<file path="config.mk">
export PLATFORM = sky130hd
export DESIGN_NAME = quintic_joint_trajectory_generator
export DESIGN_NICKNAME = d
export VERILOG_FILES = /design/src/hdl/qjtg_pkg.sv /design/src/hdl/qjtg_datapath.sv /design/src/hdl/qjtg_ctrl.sv /design/src/hdl/quintic_joint_trajectory_generator.sv
export SDC_FILE = /design/constraint.sdc
export NUM_CORES = 2
export LEC_CHECK = 0
export BUFFER_PORTS_ARGS = -buffer_cell sky130_fd_sc_hd__buf_2
export CAP_MARGIN = 20
export CORE_MARGIN = 2
export CORE_UTILIZATION = 62
export DETAILED_ROUTE_END_ITERATION = 10
export GPL_TIMING_DRIVEN = 0
export PLACE_DENSITY = 0.8
export SLEW_MARGIN = 20
export SYNTH_ARGS = -nofsm -noshare
export SYNTH_HDL_FRONTEND = slang
export SYNTH_SLANG_ARGS = --single-unit
</file>
<file path="constraint.sdc">
create_clock -name clk -period 13.9 [get_ports clk]
set_input_delay 0.695 -clock clk [delete_from_list [all_inputs] [get_ports clk]]
set_output_delay 0.695 -clock clk [all_outputs]
set_load 0.02 [all_outputs]
</file>
<file path="src/hdl/qjtg_pkg.sv">
// Shared types, constants and the home pose table for the quintic joint
// trajectory generator. No dependencies.
package qjtg_pkg;

  localparam int NUM_JOINTS_DEF = 7;
  localparam int MAX_JOINTS     = 8;
  localparam int TICK_W         = 17;
  localparam int ANGLE_W        = 16;
  localparam int TIME_W         = 26;
  localparam int TAU_W          = 17;

  localparam logic [TIME_W-1:0] MOVE_TIME_RESET = 26'd8000000;
  localparam logic [TAU_W-1:0]  ONE_Q16         = 17'd65536;

  typedef enum logic [1:0] {
    OP_T2,
    OP_T3,
    OP_S,
    OP_J
  } mul_op_t;

  typedef struct packed {
    logic    accept;
    logic    div_init;
    logic    div_step;
    logic    mul_en;
    logic    wb_en;
    mul_op_t op;
    logic    joint_clr;
    logic    joint_inc;
    logic    out_load;
  } dp_cmd_t;

  typedef struct packed {
    logic joint_last;
  } dp_stat_t;

  // home pose, Q4.12 radians
  function automatic logic signed [ANGLE_W-1:0] home_angle(logic [2:0] idx);
    logic signed [ANGLE_W-1:0] a;
    case (idx)
      3'd1:    a = -16'sd3215;
      3'd3:    a = -16'sd9650;
      3'd5:    a = 16'sd6435;
      3'd6:    a = 16'sd3215;
      default: a = 16'sd0;
    endcase
    return a;
  endfunction

endpackage

</file>
<file path="src/hdl/qjtg_datapath.sv">
// Datapath: move time register, elapsed time, start pose, radix-2 divider
// for tau, one shared multiplier and the output register. Uses qjtg_pkg.
module qjtg_datapath #(
  parameter int NUM_JOINTS = qjtg_pkg::NUM_JOINTS_DEF
) (
  input  logic                                      clk,
  input  logic                                      rst_n,
  input  logic                                      cfg_valid,
  input  logic [qjtg_pkg::TIME_W-1:0]               cfg_data,
  input  logic [qjtg_pkg::TICK_W-1:0]               in_tick,
  input  logic                                      in_stop,
  input  logic [NUM_JOINTS*qjtg_pkg::ANGLE_W-1:0]   in_joints,
  input  qjtg_pkg::dp_cmd_t                         cmd,
  output qjtg_pkg::dp_stat_t                        stat,
  output logic [NUM_JOINTS*qjtg_pkg::ANGLE_W-1:0]   out_joints,
  output logic                                      out_fin
);

  localparam int AW = qjtg_pkg::ANGLE_W;
  localparam int TW = qjtg_pkg::TIME_W;
  localparam int QW = qjtg_pkg::TAU_W;
  localparam int JW = (NUM_JOINTS > 1) ? $clog2(NUM_JOINTS) : 1;

  logic [TW-1:0]   move_time_r;
  logic [TW-1:0]   elapsed_r;
  logic            latched_r;
  logic [TW-1:0]   e_r;
  logic            fin_r;
  logic [TW-1:0]   rem_r;
  logic [QW-1:0]   tau_r;
  logic [QW-1:0]   t2_r;
  logic [QW-1:0]   t3_r;
  logic [QW-1:0]   s_r;
  logic signed [38:0] mul_r;
  logic [JW-1:0]   j_r;
  logic signed [AW-1:0] start_r [NUM_JOINTS];
  logic signed [AW-1:0] cmdj_r  [NUM_JOINTS];
  logic signed [AW-1:0] outj_r  [NUM_JOINTS];
  logic            out_fin_r;

  logic [TW-1:0]   mt;
  logic [TW:0]     e_sum;
  logic [TW-1:0]   e_sat;
  logic            e_done;
  logic [TW:0]     rem2;
  logic            rem_ge;
  logic [21:0]     p_add;
  logic [21:0]     p_sub;
  logic [19:0]     p_val;
  logic signed [AW-1:0] st;
  logic signed [AW-1:0] home;
  logic signed [AW:0]   diff;
  logic signed [20:0]   mul_a;
  logic signed [17:0]   mul_b;
  logic signed [38:0]   rnd_full;
  logic signed [22:0]   rnd;
  logic signed [22:0]   c_full;
  logic signed [AW-1:0] c_sat;

  assign mt     = (move_time_r == '0) ? TW'(1) : move_time_r;
  assign e_sum  = {1'b0, elapsed_r} + {{(TW+1-qjtg_pkg::TICK_W){1'b0}}, in_tick};
  assign e_sat  = (e_sum > {1'b0, mt}) ? mt : e_sum[TW-1:0];
  assign e_done = (e_sum >= {1'b0, mt});

  assign rem2   = {rem_r, 1'b0};
  assign rem_ge = (rem2 >= {1'b0, mt});

  // 10 - 15t + 6t^2 in Q16
  assign p_add = 22'd655360 + ({5'b0, t2_r} << 2) + ({5'b0, t2_r} << 1);
  assign p_sub = ({5'b0, tau_r} << 4) - {5'b0, tau_r};
  assign p_val = (p_add >= p_sub) ? 20'(p_add - p_sub) : 20'd0;

  assign st   = start_r[j_r];
  assign home = qjtg_pkg::home_angle(3'(j_r));
  assign diff = {home[AW-1], home} - {st[AW-1], st};

  always_comb begin
    case (cmd.op)
      qjtg_pkg::OP_T2: begin
        mul_a = $signed({4'b0, tau_r});
        mul_b = $signed({1'b0, tau_r});
      end
      qjtg_pkg::OP_T3: begin
        mul_a = $signed({4'b0, t2_r});
        mul_b = $signed({1'b0, tau_r});
      end
      qjtg_pkg::OP_S: begin
        mul_a = $signed({1'b0, p_val});
        mul_b = $signed({1'b0, t3_r});
      end
      default: begin
        mul_a = $signed({4'b0, s_r});
        mul_b = {diff[AW], diff};
      end
    endcase
  end

  assign rnd_full = mul_r + 39'sd32768;
  assign rnd      = rnd_full[38:16];
  assign c_full   = {{(23-AW){st[AW-1]}}, st} + rnd;
  assign c_sat    = (c_full > 23'sd32767)  ? 16'sh7fff :
                    (c_full < -23'sd32768) ? 16'sh8000 : c_full[AW-1:0];

  always_ff @(posedge clk) begin
    if (!rst_n) begin
      move_time_r <= qjtg_pkg::MOVE_TIME_RESET;
      elapsed_r   <= '0;
      latched_r   <= 1'b0;
    end else begin
      if (cfg_valid) begin
        move_time_r <= cfg_data;
      end
      if (cmd.accept) begin
        elapsed_r <= (in_stop || e_done) ? '0 : e_sat;
        latched_r <= !(in_stop || e_done);
      end
    end
  end

  always_ff @(posedge clk) begin
    if (cmd.accept) begin
      e_r   <= e_sat;
      fin_r <= in_stop || e_done;
      if (!latched_r) begin
        for (int i = 0; i < NUM_JOINTS; i++) begin
          start_r[i] <= in_joints[i*AW +: AW];
        end
      end
    end
    if (cmd.div_init) begin
      tau_r <= {{(QW-1){1'b0}}, (e_r >= mt)};
      rem_r <= (e_r >= mt) ? e_r - mt : e_r;
    end
    if (cmd.div_step) begin
      tau_r <= {tau_r[QW-2:0], rem_ge};
      rem_r <= rem_ge ? TW'(rem2 - {1'b0, mt}) : rem2[TW-1:0];
    end
    if (cmd.mul_en) begin
      mul_r <= $signed({{18{mul_a[20]}}, mul_a}) * $signed({{21{mul_b[17]}}, mul_b});
    end
    if (cmd.wb_en) begin
      case (cmd.op)
        qjtg_pkg::OP_T2: t2_r <= rnd[QW-1:0];
        qjtg_pkg::OP_T3: t3_r <= rnd[QW-1:0];
        qjtg_pkg::OP_S:  s_r  <= (rnd > 23'sd65536) ? qjtg_pkg::ONE_Q16 : rnd[QW-1:0];
        default:         cmdj_r[j_r] <= c_sat;
      endcase
    end
    if (cmd.joint_clr) begin
      j_r <= '0;
    end else if (cmd.joint_inc) begin
      j_r <= j_r + JW'(1);
    end
    if (cmd.out_load) begin
      outj_r    <= cmdj_r;
      out_fin_r <= fin_r;
    end
  end

  assign stat.joint_last = (j_r == JW'(NUM_JOINTS - 1));

  always_comb begin
    for (int i = 0; i < NUM_JOINTS; i++) begin
      out_joints[i*AW +: AW] = outj_r[i];
    end
  end
  assign out_fin = out_fin_r;

  a_elapsed_sat: assert property (@(posedge clk) disable iff (!rst_n)
    cmd.accept |=> (e_r <= mt))
    else $error("working elapsed time exceeds move time");

  a_tau_range: assert property (@(posedge clk) disable iff (!rst_n)
    (cmd.mul_en && cmd.op == qjtg_pkg::OP_T2) |-> (tau_r <= qjtg_pkg::ONE_Q16))
    else $error("tau above one after division");

  a_blend_range: assert property (@(posedge clk) disable iff (!rst_n)
    (cmd.wb_en && cmd.op == qjtg_pkg::OP_S) |=> (s_r <= qjtg_pkg::ONE_Q16))
    else $error("blend above one");

endmodule

</file>
<file path="src/hdl/qjtg_ctrl.sv">
// Controller: sequences acceptance, division steps, multiply and write-back
// phases and the output register. Uses qjtg_pkg.
module qjtg_ctrl (
  input  logic                clk,
  input  logic                rst_n,
  input  logic                in_tvalid,
  output logic                in_tready,
  output logic                out_tvalid,
  input  logic                out_tready,
  output qjtg_pkg::dp_cmd_t   cmd,
  input  qjtg_pkg::dp_stat_t  stat
);

  typedef enum logic [2:0] {
    S_IDLE,
    S_DINIT,
    S_DIV,
    S_MUL,
    S_WB,
    S_DONE
  } state_t;

  state_t            state_r;
  qjtg_pkg::mul_op_t op_r;
  logic [3:0]        cnt_r;
  logic              out_tvalid_r;

  always_comb begin
    cmd       = '0;
    cmd.op    = op_r;
    in_tready = 1'b0;
    case (state_r)
      S_IDLE: begin
        in_tready  = 1'b1;
        cmd.accept = in_tvalid;
      end
      S_DINIT: cmd.div_init = 1'b1;
      S_DIV:   cmd.div_step = 1'b1;
      S_MUL:   cmd.mul_en   = 1'b1;
      S_WB: begin
        cmd.wb_en     = 1'b1;
        cmd.joint_clr = (op_r == qjtg_pkg::OP_S);
        cmd.joint_inc = (op_r == qjtg_pkg::OP_J) && !stat.joint_last;
      end
      S_DONE:  cmd.out_load = !out_tvalid_r || out_tready;
      default: cmd = '0;
    endcase
  end

  always_ff @(posedge clk) begin
    if (!rst_n) begin
      state_r      <= S_IDLE;
      op_r         <= qjtg_pkg::OP_T2;
      cnt_r        <= '0;
      out_tvalid_r <= 1'b0;
    end else begin
      if (cmd.out_load) begin
        out_tvalid_r <= 1'b1;
      end else if (out_tready) begin
        out_tvalid_r <= 1'b0;
      end
      case (state_r)
        S_IDLE: begin
          if (in_tvalid) begin
            state_r <= S_DINIT;
          end
        end
        S_DINIT: begin
          cnt_r   <= '0;
          state_r <= S_DIV;
        end
        S_DIV: begin
          cnt_r <= cnt_r + 4'd1;
          if (cnt_r == 4'd15) begin
            op_r    <= qjtg_pkg::OP_T2;
            state_r <= S_MUL;
          end
        end
        S_MUL: state_r <= S_WB;
        S_WB: begin
          case (op_r)
            qjtg_pkg::OP_T2: begin
              op_r    <= qjtg_pkg::OP_T3;
              state_r <= S_MUL;
            end
            qjtg_pkg::OP_T3: begin
              op_r    <= qjtg_pkg::OP_S;
              state_r <= S_MUL;
            end
            qjtg_pkg::OP_S: begin
              op_r    <= qjtg_pkg::OP_J;
              state_r <= S_MUL;
            end
            default: state_r <= stat.joint_last ? S_DONE : S_MUL;
          endcase
        end
        S_DONE: begin
          if (cmd.out_load) begin
            state_r <= S_IDLE;
          end
        end
        default: state_r <= S_IDLE;
      endcase
    end
  end

  assign out_tvalid = out_tvalid_r;

  a_accept_starts: assert property (@(posedge clk) disable iff (!rst_n)
    (in_tvalid && in_tready) |=> (state_r == S_DINIT))
    else $error("accepted request did not start division");

  a_div_len: assert property (@(posedge clk) disable iff (!rst_n)
    (state_r == S_DIV && cnt_r == 4'd15) |=> (state_r == S_MUL && op_r == qjtg_pkg::OP_T2))
    else $error("division did not end after sixteen steps");

  a_load_valid: assert property (@(posedge clk) disable iff (!rst_n)
    cmd.out_load |=> (out_tvalid && state_r == S_IDLE))
    else $error("output load did not raise valid");

endmodule

</file>
<file path="src/hdl/quintic_joint_trajectory_generator.sv">
// Top level of the quintic joint trajectory generator: controller plus
// datapath. Uses qjtg_pkg, qjtg_ctrl and qjtg_datapath.
//
// One request per control tick yields one result carrying every joint's
// command and the finished flag (on out_tlast). A sixteen-step radix-2
// divider forms tau, then a single shared multiplier runs t^2, t^3, the
// blend and one product per joint, each followed by a rounding write-back
// step. A result waiting in the output register does not block acceptance
// of the next request, but that request's result waits in the done state
// until out_tready takes the old one. move_time_us must be written on the
// cfg channel only between ticks; the block itself does not enforce it. A
// value of zero acts as one.
module quintic_joint_trajectory_generator #(
  parameter int NUM_JOINTS = qjtg_pkg::NUM_JOINTS_DEF
) (
  input  logic                    clk,
  input  logic                    rst_n,
  input  logic                    cfg_valid,
  output logic                    cfg_ready,
  input  logic [qjtg_pkg::TIME_W-1:0] cfg_data,  // move_time_us
  input  logic                    in_tvalid,
  output logic                    in_tready,
  // tick_period_us, current_joint_0 .. current_joint_N-1, zero pad
  input  logic [((qjtg_pkg::TICK_W + NUM_JOINTS*qjtg_pkg::ANGLE_W + 7)/8)*8-1:0] in_tdata,
  input  logic                    in_tlast,   // stop_request
  output logic                    out_tvalid,
  input  logic                    out_tready,
  // command_joint_0 .. command_joint_N-1
  output logic [NUM_JOINTS*qjtg_pkg::ANGLE_W-1:0] out_tdata,
  output logic                    out_tlast   // motion_finished
);

  localparam int JB = NUM_JOINTS * qjtg_pkg::ANGLE_W;

  qjtg_pkg::dp_cmd_t  cmd;
  qjtg_pkg::dp_stat_t stat;

  assign cfg_ready = 1'b1;

  qjtg_ctrl u_ctrl (
    .clk        (clk),
    .rst_n      (rst_n),
    .in_tvalid  (in_tvalid),
    .in_tready  (in_tready),
    .out_tvalid (out_tvalid),
    .out_tready (out_tready),
    .cmd        (cmd),
    .stat       (stat)
  );

  qjtg_datapath #(
    .NUM_JOINTS (NUM_JOINTS)
  ) u_datapath (
    .clk        (clk),
    .rst_n      (rst_n),
    .cfg_valid  (cfg_valid),
    .cfg_data   (cfg_data),
    .in_tick    (in_tdata[qjtg_pkg::TICK_W-1:0]),
    .in_stop    (in_tlast),
    .in_joints  (in_tdata[qjtg_pkg::TICK_W +: JB]),
    .cmd        (cmd),
    .stat       (stat),
    .out_joints (out_tdata),
    .out_fin    (out_tlast)
  );

endmodule
</file>
# Word-level counts from Yosys, hierarchy flattened
# Memories as Yosys holds them, arrays and structs flattened. A register that Yosys moved wholly into a read port is not among the register bits.
# Index checks and enable logic that the tools add are counted.
[word_totals]
out_inout_bits = 116
ram_bits = 112
elab_cells = 145
inputBits = 168
mem_count = 1
reg_bits = 451
[mem_list]
columns = ["memory", "words", "word_bits", "read_ports", "rd_ports_with_merged_regs", "write_ports", "line", "text"]
rows = [
  ["u_datapath.start_r", 7, 16, 1, 1, 7, "qjtg_datapath.sv:36", "logic signed [AW-1:0] start_r [NUM_JOINTS];"],
]
[classes]
multipliers = 1
n_eq_ne = 19
reduce_logical = 25
add_sub_neg = 12
magnitude_cmp = 10
bitwise = 2
muxes = 44
[op_table]
columns = ["op", "n"]
rows = [
  ["$mux W26", 7],
  ["$bwmux W112", 1],
  ["$pmux W16 S4", 1],
  ["$pmux W20 S3", 1],
  ["$ge A27 B26 Y1", 2],
  ["$sub A26 B26 Y26", 2],
  ["$demux W16 S3", 1],
  ["$mux W16", 3],
  ["$add A39 B17 Y39 const B", 1],
  ["$mul A21 B18 Y39", 1],
  ["$pmux W18 S2", 1],
  ["$mux W17", 2],
  ["$add A26 B17 Y27", 1],
  ["$gt A27 B26 Y1", 1],
  ["$ge A26 B26 Y1", 1],
  ["$logic_not A26 Y1", 1],
  ["$add A23 B23 Y23", 1],
  ["$gt A23 B16 Y1 const B", 1],
  ["$gt A23 B18 Y1 const B", 1],
  ["$lt A23 B16 Y1 const B", 1],
  ["$add A21 B18 Y22", 1],
  ["$ge A22 B22 Y1", 1],
  ["$sub A21 B17 Y22", 1],
  ["$add A20 B19 Y21 const A", 1],
  ["36 further kinds", 78],
]

# Longest topological paths before layout
[depth]
ltp_word = 7
ltp_mapped = 49

# By module
# A second synthesis with hierarchy kept.
[hier_totals]
cells_unflattened = 3899
area_unflattened_um2 = 40945.5
[by_module_without_submodules]
columns = ["module", "cells_per_inst", "area_each_um2", "seq_area_each_um2", "instances"]
rows = [
  ["qjtg_datapath", 3810, 40229.8, 15655.0, 1],
  ["qjtg_ctrl", 87, 704.4, 200.2, 1],
  ["quintic_joint_trajectory_generator", 2, 11.3, 0.0, 1],
]

# Worst setup path after synthesis
# Ideal clock, no wire load.
[synth_path]
path_kind = "reg-to-reg"
start = "register u_datapath.t2_r[1]"
end = "register u_datapath.mul_r[34] (data pin)"
stages_incl_launch_ff = 47
required_ps = 13634
period_less_slack_ps = 10717
slack_ps = 3183
t_arrival_ps = 10451
path_cell_list = "edfxtp_1 ha_1 ha_1 fa_1 a21o_1 a21oi_1 o21bai_1 a21oi_1 nor2b_1 o21a_1 o31a_1 o41ai_1 o21ai_0 xor2_1 ha_1 nand4_1 nor3_1 nand2_1 [11 not listed] fa_1 fa_1 fa_1 inv_1 fa_1 inv_1 ha_1 clkbuf_1 a21o_1 a21o_1 a21o_1 a21o_1 a21oi_1 o21ai_0 nand3_1 nand2_1 o41ai_1 xnor2_1"
[synth_between]
elab_chain_len = 6
word_cells_on_any_way = 7
classes_between = "add/sub: 3; mul: 1; order compare: 1; mux: 2"
[synth_rtl]
columns = ["item", "line", "text"]
rows = [
  ["start: declaration", "qjtg_datapath.sv:31", "logic [QW-1:0] t2_r;"],
  ["start signal: assignment", "qjtg_datapath.sv:143", "qjtg_pkg::OP_T2: t2_r <= rnd[QW-1:0];"],
  ["$add A20 B19 Y21", "qjtg_datapath.sv:69", "assign p_add = 22'd655360 + ({5'b0, t2_r} << 2) + ({5'b0, t2_r} << 1);"],
  ["$add A21 B18 Y22", "qjtg_datapath.sv:69", ""],
  ["$sub A20 B20 Y20 or $ge A22 B22 Y1 (tied branches)", "qjtg_datapath.sv:71", "assign p_val = (p_add >= p_sub) ? 20'(p_add - p_sub) : 20'd0;"],
  ["$mux W20", "qjtg_datapath.sv:71", ""],
  ["$pmux W20 S3 *", "qjtg_datapath.sv:78", "case (cmd.op)"],
  ["$mul A21 B18 Y39 *", "qjtg_datapath.sv:139", "mul_r <= $signed({{18{mul_a[20]}}, mul_a}) * $signed({{21{mul_b[17]}}, mul_b});"],
  ["end signal: assignment", "qjtg_datapath.sv:139", ""],
  ["end: declaration", "qjtg_datapath.sv:34", "logic signed [38:0] mul_r;"],
]
# Every way passes the cells marked *; elsewhere a longest branch is shown, timed or not.
# A chain may end at the register's enable or synchronous reset.

# Final worst setup path
[layout_path]
start = "register u_datapath.t2_r[2]"
end = "register u_datapath.mul_r[34] (data pin)"
# Same word-level chain as after synthesis.

==> results by group <==
Status
  • Status: completed

Clocking
  • TritonCTS clock tree: yes
  • Root Driver: clkbuf_16
  • # clock sinks: 551
  • Clock transition at path regs: 0.07 ns
  • Hold_buf cts: 0
  • CTS Buf Count: 55
  • Worst-Skew Late Latency: 0.65 ns
  • Clock Path Buffers: 3
  • CTS H-Tree Depth: 2

Synth
  • Syn Inst Count: 3945
  • Area contributors post-synth: edfxtp_1 (35%), fa_1 (14%), ha_1 (10%), inv_1 (4.5%), nand2_1 (3.9%)
  • Yosys reg bits: 551
  • Synth warnings: 0
  • Syn Nets: 4745
  • Number of synthesized flops with an enable pin: 482
  • Share of the yosys chip area belonging to registers: 38.2%
  • Most area-hungry cell type in the Yosys netlist: edfxtp_1
  • Syn Area/Cell: 10.5 µm²
  • FFs w/ async S/R, synth: 0%
  • Main flop type after synthesis: edfxtp_1
  • Share of the synthesized area in the top cell type: 34.8%
  • Post-synthesis cell area: 41500 µm²
  • Yosys cell types: 98

GRT
  • Global-route wire length before repair: 175 mm
  • Vias in the first global route: 30675
  • Gr usage total: 33.0%
  • Largest net degree at the start of global routing: 32
  • Initial antenna violation count: 4
  • Grt total ovfl: 0

STA
  • Fmax: 0.0774 GHz
  • Tightest Pin Transition: 1.31 ns
  • Period minus WS final: 12.92 ns
  • RSZ-0062 raised after global routing: no
  • Fin crit share: 93.0%
  • Hold Fails Final Rpt: 0
  • Max Slew Vio Count: 0
  • Final setup vio count: 0
  • Setup TNS Final: 0 ns
  • Max-slew headroom: 13.0%
  • Clock skew: 0.0640 ns

Hold path
  • Class of the worst hold path: in2reg
  • Hold Path Stages: 1
  • Worst hold start: in_tdata[99]
  • Hold Path Sink: u_datapath.start_r[5][2]$_DFFE_PP_

Worst setup path
  • Most common cell on crit path: fa_1
  • Worst path slowest cell: fa_1
  • Max incr delay on CP: 0.62 ns
  • CP startpoint kind: register
  • CP Capture Type: register
  • WP buf/inv: 5
  • Largest fanout on the critical path: 10
  • Critical path arrival: 13.24 ns
  • FF-to-FF setup slack: 0.98 ns
  • CP required: 14.22 ns
  • Kind of cell adding the most delay to the critical path: adder cells
  • Setup CP Type: reg2reg
  • RR Startpoint: u_datapath.t2_r[2]$_DFFE_PP_
  • R2R Path End: u_datapath.mul_r[34]$_DFFE_PN_
  • Reg2Reg Depth: 46

Floorplanning
  • Die ar.: 69100 µm²
  • Total core area: 66100 µm²
  • Io pins: 284
  • Die X: 263 µm
  • Die Ht: 263 µm
  • Starting Density: 62.8%
  • Std cell rows: 94

Power
  • Power density over the cells: 248 nW/µm²
  • Pleak: 20.1 nW
  • Total power after layout: 11.5 mW
  • Peak VDD IR: 0.612 mV

Drt
  • Routed Antenna Nets: 0
  • DRT Wirelength: 114 mm
  • DR iter-0 viols: 3210
  • Via density: 6.03
  • Initial DRT Pass Iterations: 6
  • Met2 wire length: 52.1 mm
  • Wire per inst: 21.8 µm
  • Max layer used: met5
  • WL met1: 45.9 mm
  • Via count: 31422
  • # DRC: 0
  • WL met3: 12.1 mm

Place
  • Port bufs: 274
  • HPWL after DPL: 90.7 mm
  • RePlAce Congestion: 0.986

Flow run
  • Max_cap viols: 0

Finish
  • Share of layout cells above drive strength 1: 12.1%
  • Fin util: 70.0%
  • Final nets: 5097
  • Layout area overhead: 11.4%
  • Fillers: 4891
-- repair_timing --
action                     CTS  global route
setup endpoints to repair    0            16
resized for setup            0            14
buffers inserted             0             0
-- sequential cells by signal, indices dropped and copies added, names as in the netlist, 24 cells and up, named ones only --
signal and cells:
u_datapath.cmdj_r 112, u_datapath.e_r 26, u_datapath.elapsed_r 26, u_datapath.move_time_r 26, u_datapath.mul_r 24, u_datapath.out_joints 112
u_datapath.rem_r 26, u_datapath.start_r 112
-- area by class of cell --
cell class / instances / area, µm² / area share (%)
timing repair buffer: 296 / 1670 / 3.61
clock inverter: 29 / 394 / 0.851
multi-input combinational: 2753 / 23400 / 50.5
antenna: 3 / 7.51 / 0.0162
clock buffer: 74 / 1470 / 3.17
tap: 864 / 1080 / 2.34
sequential: 551 / 15900 / 34.3
inverter: 503 / 1890 / 4.08
buffer: 137 / 556 / 1.20
-- layer usage --
metal,GRT usage [%],vias to the layer above
li1,-,14379
met1,45.0,15222
met2,52.9,1589
met3,7.66,228
met4,9.62,4
met5,0,-
-- cells in the final DEF (no fill, tap or decap), types with 32 or more instances in the layout --
cell type / instances
nor2_1: 229
buf_2: 296
a31oi_1: 32
clkbuf_1: 112
clkbuf_16: 55
a211oi_1: 35
xor2_1: 64
nand3_1: 58
a21o_1: 86
fa_1: 293
o21a_1: 44
nand2_1: 431
o21ai_0: 124
dfxtp_1: 69
a21oi_1: 175
mux2i_1: 70
nor2b_1: 53
and2_1: 88
ha_1: 339
inv_1: 502
nor3_1: 42
edfxtp_1: 482
xnor2_1: 122
-- cells in the mapped netlist (58+ instances only) --
library cell / count
inv_1: 503
edfxtp_1: 482
nand2_1: 431
ha_1: 339
fa_1: 293
nor2_1: 238
a21oi_1: 180
o21ai_0: 124
xnor2_1: 122
clkbuf_1: 100
and2_1: 88
a21o_1: 86
mux2i_1: 70
dfxtp_1: 69
xor2_1: 64
nand3_1: 58
-- how the worst max path moves through the flow --
stage | to | slack (ns) | startpoint | cells past startpoint
2_1_floorplan | u_datapath.mul_r[34]$_DFFE_PN_ | 3.18 | u_datapath.t2_r[1]$_DFFE_PP_ | 46
3_3_place_gp | u_datapath.mul_r[35]$_DFFE_PN_ | 0.71 | u_datapath.t2_r[1]$_DFFE_PP_ | 44
3_5_place_dp | u_datapath.mul_r[38]$_DFFE_PN_ | 0.77 | u_datapath.t2_r[2]$_DFFE_PP_ | 45
4_1_cts | u_datapath.mul_r[38]$_DFFE_PN_ | 0.69 | u_datapath.t2_r[1]$_DFFE_PP_ | 45
5_1_grt | u_datapath.mul_r[34]$_DFFE_PN_ | 0.07 | u_datapath.t2_r[2]$_DFFE_PP_ | 46
6_report | u_datapath.mul_r[34]$_DFFE_PN_ | 0.98 | u_datapath.t2_r[2]$_DFFE_PP_ | 46
-- where the power goes --
part / leakage, nW / total [mW] / internal (mW) / switching [mW]
Combinational: 14.2 / 7.74 / 2.75 / 4.98
Sequential: 4.99 / 2.24 / 2.17 / 0.0665
Clock: 0.896 / 1.52 / 0.865 / 0.650
Total: 20.1 / 11.5 / 5.79 / 5.70
-- kinds of logic (layout without fill, tap and decap cells) --
logic type | after synthesis | count (layout) | synth area share, %
and+or+nand+nor | 1080 | 1080 | 12.2
AOI/OAI and AO/OA | 740 | 740 | 12.1
buffers and inverters | 641 | 1039 | 5.88
adders and majority gates | 632 | 632 | 24.3
DFF | 551 | 551 | 38.2
xor gates and xnor gates | 187 | 187 | 3.96
muxes | 113 | 113 | 3.29
other | 1 | 4 | 0.00903
-- worst register-to-register path, delay by kind of cell, from the launching register on --
kind	cells	cell delay (ns)
AOI/OAI and AO/OA	18	4.21
xor gates and xnor gates	2	0.35
adders and majority gates	11	4.81
buffers and inverters	5	0.88
DFF	1	0.53
and+or+nand+nor	10	1.86
-- through the flow --
stage | instances | cell area, µm² | hold WS (ns) | setup slack (ns)
2_1_floorplan | 3945 | 41500 | 0.400 | 3.18
3_3_place_gp | 5083 | 44000 | 0.400 | 0.712
3_5_place_dp | 5105 | 44400 | 0.405 | 0.765
4_1_cts | 5208 | 46200 | 0.231 | 0.690
5_1_grt | 5209 | 46300 | 0.240 | 0.0705
6_report | 5210 | 46300 | 0.249 | 0.977
Note: power is estimated with default switching activity, not from simulation.
